`config.mk`:
```
export PLATFORM = sky130hd
export DESIGN_NAME = lmca_dist
export DESIGN_NICKNAME = d
export VERILOG_FILES = /design/src/hdl/leader_mode_cluster_assign_top_defines.svh /design/src/hdl/lmca_pkg.sv /design/src/hdl/lmca_dist.sv
export SDC_FILE = /design/constraint.sdc
export NUM_CORES = 2
export LEC_CHECK = 0
export BUFFER_PORTS_ARGS = -buffer_cell sky130_fd_sc_hd__clkbuf_2
export CAP_MARGIN = 25
export CORE_MARGIN = 5
export CORE_UTILIZATION = 45
export CTS_CLUSTER_SIZE = 14
export DETAILED_ROUTE_END_ITERATION = 8
export PLACE_DENSITY = 0.63
export SLEW_MARGIN = 20
export SYNTH_ARGS = -nofsm -noshare
export SYNTH_HDL_FRONTEND = slang
export SYNTH_SLANG_ARGS = --single-unit
```
`constraint.sdc`:
```
create_clock -name clk -period 16.4 [get_ports clk]
set_input_delay 0.82 -clock clk [delete_from_list [all_inputs] [get_ports clk]]
set_output_delay 0.82 -clock clk [all_outputs]
set_load 0.05 [all_outputs]
```
`src/hdl/leader_mode_cluster_assign_top_defines.svh`:
```
// ----------------------------------------------------------------------------
// leader_mode_cluster_assign_top_defines
// Assertion macros shared by the clustering block.
// ----------------------------------------------------------------------------
`ifndef LEADER_MODE_CLUSTER_ASSIGN_TOP_DEFINES_SVH
`define LEADER_MODE_CLUSTER_ASSIGN_TOP_DEFINES_SVH

`ifndef ASSERT_OFF
`define ASSERT_ALWAYS(lbl, ck, rstn, expr) \
	lbl: assert property (@(posedge ck) disable iff (!rstn) (expr)) \
		else $error("assertion failed");
`define ASSERT_IMPLIES(lbl, ck, rstn, ante, cons) \
	lbl: assert property (@(posedge ck) disable iff (!rstn) (ante) |-> (cons)) \
		else $error("assertion failed");
`else
`define ASSERT_ALWAYS(lbl, ck, rstn, expr)
`define ASSERT_IMPLIES(lbl, ck, rstn, ante, cons)
`endif

`endif

```
`src/hdl/lmca_pkg.sv`:
```
// ----------------------------------------------------------------------------
// lmca_pkg
// Types and constants of the leader mode clustering block.
// ----------------------------------------------------------------------------
package lmca_pkg;

	localparam int COORD_W           = 24;
	localparam int DIFF_W            = 25;
	localparam int SQ_W              = 50;
	localparam int RADIUS_W          = 52;
	localparam int CIDX_W            = 6;
	localparam int MAX_MODES_DEFAULT = 64;
	localparam logic [RADIUS_W-1:0] RADIUS_RESET = 52'd16384;

	typedef struct packed {
		logic                       first_of_set;
		logic signed [COORD_W-1:0]  x_coord;
		logic signed [COORD_W-1:0]  y_coord;
		logic signed [COORD_W-1:0]  z_coord;
	} in_word_t;

	typedef struct packed {
		logic [CIDX_W-1:0] cluster_index;
		logic              is_new;
		logic              table_full;
	} out_word_t;

	typedef struct packed {
		logic signed [COORD_W-1:0] x;
		logic signed [COORD_W-1:0] y;
		logic signed [COORD_W-1:0] z;
	} mode_t;

endpackage

```
`src/hdl/lmca_dist.sv`:
```
// ----------------------------------------------------------------------------
// lmca_dist
// Three-stage squared-distance pipeline: magnitude, square, sum and compare.
// ----------------------------------------------------------------------------
module lmca_dist #(
	parameter int AW = 6
) (
	input  logic                                clk,
	input  logic                                arst_n,
	input  logic                                kill,
	input  logic                                in_valid,
	input  logic [AW-1:0]                       in_idx,
	input  lmca_pkg::mode_t                     point,
	input  lmca_pkg::mode_t                     entry,
	input  logic [lmca_pkg::RADIUS_W-1:0]       radius,
	output logic                                out_valid,
	output logic                                out_hit,
	output logic [AW-1:0]                       out_idx,
	output logic                                pending
);

	localparam int DW = lmca_pkg::DIFF_W;
	localparam int QW = lmca_pkg::SQ_W;
	localparam int RW = lmca_pkg::RADIUS_W;

	logic signed [DW-1:0] dx_c, dy_c, dz_c;
	logic [DW-1:0]        mx_c, my_c, mz_c;
	logic [RW-1:0]        sum_c;

	logic                 v_s2, v_s3, v_s4;
	logic [AW-1:0]        idx_s2, idx_s3, idx_s4;
	logic [DW-1:0]        mx_s2, my_s2, mz_s2;
	logic [QW-1:0]        sqx_s3, sqy_s3, sqz_s3;
	logic                 hit_s4;

	always_comb begin
		dx_c = DW'(point.x) - DW'(entry.x);
		dy_c = DW'(point.y) - DW'(entry.y);
		dz_c = DW'(point.z) - DW'(entry.z);
		mx_c = dx_c[DW-1] ? DW'(-dx_c) : DW'(dx_c);
		my_c = dy_c[DW-1] ? DW'(-dy_c) : DW'(dy_c);
		mz_c = dz_c[DW-1] ? DW'(-dz_c) : DW'(dz_c);
		sum_c = RW'(sqx_s3) + RW'(sqy_s3) + RW'(sqz_s3);
	end

	always_ff @(posedge clk or negedge arst_n) begin
		if (!arst_n) begin
			v_s2 <= 1'b0;
			v_s3 <= 1'b0;
			v_s4 <= 1'b0;
		end else if (kill) begin
			v_s2 <= 1'b0;
			v_s3 <= 1'b0;
			v_s4 <= 1'b0;
		end else begin
			v_s2 <= in_valid;
			v_s3 <= v_s2;
			v_s4 <= v_s3;
		end
	end

	always_ff @(posedge clk) begin
		idx_s2 <= in_idx;
		mx_s2  <= mx_c;
		my_s2  <= my_c;
		mz_s2  <= mz_c;
		idx_s3 <= idx_s2;
		sqx_s3 <= mx_s2 * mx_s2;
		sqy_s3 <= my_s2 * my_s2;
		sqz_s3 <= mz_s2 * mz_s2;
		idx_s4 <= idx_s3;
		hit_s4 <= (sum_c <= radius);
	end

	assign out_valid = v_s4;
	assign out_hit   = hit_s4;
	assign out_idx   = idx_s4;
	assign pending   = v_s2 | v_s3 | v_s4;

endmodule

```
==> impl_metrics.toml <==
[clock_network]
cts.sinks = 244
cts_tree = "done"
cts-root-buf = "clkbuf_16"
cts_made_buffers = 35
clk_latency_ns = 0.62
cts_max_level = 2
clkTransAtPathRegs_ns = 0.06
clock_path_buffers = 3

[route]
viasPerCell = 5.01
drt-total-wl_um = 167000
num_vias = 48700
dr.pass1.iters = 5
ant_nets = 1
avgRoutedWirePerCell_um = 17.2
drc = 0
drt_iter0_drc = 2522

[timing]
hold_viol = 0
finalCritPeriodShare_pct = 51.8
fmax_mhz = 118
max_slew_margin_pct = 26.9
period_minus_slack_ns = 8.49
hold_ws_ns = 0.319
finClkSkew_ns = 0.0379
slew_violations = 0
fin_setup_tns_ns = 0
rsz0062_at_grt = "no"
setup_viol = 0
worst_pin_slew_ns = 1.10

[finish]
area_growth_pct = 7.02
drive_gt1_share_pct = 5.04
nNetsFinal = 10100
post-route-cell-area_um2 = 72900
fill_cells = 14300

[logic_synthesis]
synthFlopType = "dfxtp_1"
yosysWarnings = 0
seq_area_frac_synth_pct = 7.19
ys_ff_latch = 244
ys_async_sr_fraction_pct = 1.23
avgSynthCellArea_um2 = 9.03
netlist_area_um2 = 68100
synth_edf_count = 0
synth_cell_types = 79
synthCells = 7541

[place]
place_congestion = 0.900
port_buffers = 214
place_area_um2 = 71500
hpwl_um = 141000

[global_route]
grt_overflow = 0
grt_use_total_pct = 21.8
grt_pass1_wl_um = 275000
grt_pass1_vias = 53100
antenna_found_initial = 10
grt_max_degree = 29

[worst_setup_path]
worstSetupPathType = "register to register"
critPathLaunchType = "register"
worstPathArrival_ns = 9.00
worstRegToRegCells = 26
crit_fanout = 21
required_ns = 16.91
crit_path_end_kind = "register"

[job]
cap_violations = 0

[min_path]
hold_depth = 1
hold_path.class = "primary input to register"

[die]
die_area_um2 = 159000
start_util_pct = 45.4
core_area_um2 = 150000
dieHeight_um = 399
core.rowCount = 142
die_w_um = 399
ios = 215

[run_status]
status = "finished with violations"
failed_checks = "antenna violations"
==> cells by family (layout without fill, tap and decap cells) <==
family,count (synthesis),in the layout,share of synthesized area (%)
XOR/XNOR,336,336,4.32
AO/OA/AOI/OAI,846,846,7.97
AND/OR/NAND/NOR,1552,1552,11.1
flip-flops,244,244,7.19
adder cells (fa/ha/maj),2188,2188,56.2
buffers and inverters,2362,2523,13.0
multiplexers,11,11,0.171
other,2,12,0.0110
==> worst max-delay path, cell delays in order, from the launching register on <==
cell,delay [ns]
dfxtp_1,1.01
inv_1,0.37
nor2_1,0.28
inv_1,0.09
fa_1,0.50
fa_1,0.55
inv_1,0.05
fa_1,0.50
inv_1,0.05
fa_1,0.53
inv_1,0.05
fa_1,0.46
fa_1,0.61
inv_1,0.08
fa_1,0.48
inv_1,0.04
ha_1,0.37
o21a_1,0.22
o21ai_0,0.14
o21bai_1,0.11
nand2b_1,0.14
a21oi_1,0.14
o31ai_1,0.68
o21bai_1,0.27
a221o_1,0.37
a21oi_1,0.17
xnor2_1,0.14
==> flip-flops by register name (all words and copies together) (netlist names) <==
register   count
sqx_s3        49
sqy_s3        49
sqz_s3        49
mx_s2         25
my_s2         25
mz_s2         25
idx_s2         6
idx_s3         6
out_idx        6
out_hit        1
out_valid      1
v_s2           1
v_s3           1
==> per-layer routing <==
| metal | wire length [µm] | track usage (%) |
|---|---|---|
| met5 | 17 | 0 |
| met4 | 5230 | 6.22 |
| met1 | 71100 | 28.6 |
| met3 | 10200 | 3.67 |
| met2 | 80900 | 37.2 |
==> final timing paths <==
path / startpoint / endpoint / slack, ns
worst max register to register: my_s2[9] / sqy_s3[47] / 7.91
max in group asynchronous: arst_n / out_valid / 15.75
worst min-delay path: in_idx[0] / idx_s2[0] / 0.32
worst min register to register: idx_s3[2] / out_idx[2] / 0.32
worst max-delay path: my_s2[9] / sqy_s3[47] / 7.91
min in group asynchronous: arst_n / v_s3 / 0.54
==> through the flow <==
stage                     worst slack (ns)  std cells  util [%]
after floorplan                       9.07       7542         -
after global placement                8.06       9646      47.6
after detailed placement              7.98       9650      47.7
after CTS                             7.88       9714      48.5
after global routing                  7.47       9719      48.5
final                                 7.91       9728      48.5
==> layout by cell type (no fill, tap or decap), drive strengths merged, types with 19 or more instances in the layout <==
master | Yosys | final
inv | 2172 | 2179
or3 | 23 | 23
a21oi | 272 | 272
o21bai | 35 | 35
clkbuf | 185 | 257
dfxtp | 241 | 241
xor2 | 108 | 108
a21o | 166 | 166
nor3 | 39 | 39
nand4 | 44 | 44
nand2b | 48 | 48
and3 | 27 | 27
a31oi | 28 | 28
o21ai | 151 | 151
and2 | 364 | 364
nand2 | 612 | 612
buf | 5 | 71
o21a | 33 | 33
a211oi | 29 | 29
o31ai | 19 | 19
xnor2 | 228 | 228
fa | 1452 | 1452
nor2 | 225 | 225
nor2b | 54 | 54
nand3 | 62 | 62
ha | 736 | 736
==> cell type report <==
| class | count | area, µm² | area share, % |
|---|---|---|---|
| Clock inverter | 22 | 317 | 0.434 |
| Sequential cell | 244 | 4900 | 6.72 |
| Timing Repair Buffer | 288 | 1690 | 2.31 |
| Tap cell | 2016 | 2520 | 3.46 |
| Antenna cell | 9 | 22.5 | 0.0309 |
| Multi-Input combinational cell | 4936 | 54300 | 74.6 |
| Clock buffer | 41 | 938 | 1.29 |
| Inverter | 2172 | 8150 | 11.2 |
==> what timing repair did <==
item / CTS / global route
hold endpoints to repair: 3 / 0
resized for setup: 0 / 0
setup buffers: 0 / 0
hold buffers: 1 / 0
endpoints found under the setup margin: 0 / 0
==> Yosys cell counts, types with 5 or more instances <==
cell	n	area, µm²
o21ai_1	11	55.1
mux2_2	5	56.3
o31a_1	8	70.1
inv_1	2172	8150
o221ai_1	6	52.6
o21a_1	33	248
nand2_1	612	2300
xor2_1	108	946
nand4_1	44	275
nor3_1	39	195
nor4_1	8	50.1
mux2i_1	6	60.1
or3_1	22	138
a21o_1	166	1250
nor3b_1	8	60.1
a31oi_1	28	175
fa_1	1452	29100
and4_1	8	70.1
a211oi_1	29	218
a31o_2	8	70.1
or2_2	12	75.1
nand2b_1	48	300
o21bai_1	35	263
a221oi_1	6	52.6
and2_1	364	2280
o21ai_0	140	701
nor2_1	225	845
a21boi_0	11	82.6
a41oi_1	5	43.8
a221o_1	8	80.1
ha_1	736	9210
and3_1	27	169
a21oi_1	272	1360
o31ai_1	18	135
dfxtp_1	241	4820
o211ai_1	10	75.1
nand3_1	62	310
xnor2_1	228	2000
clkbuf_1	185	694
a211o_1	7	61.3
nor2b_1	54	338
Power is not shown: default switching activity piles up to over one toggle a cycle in this logic, so the estimate is an artifact.
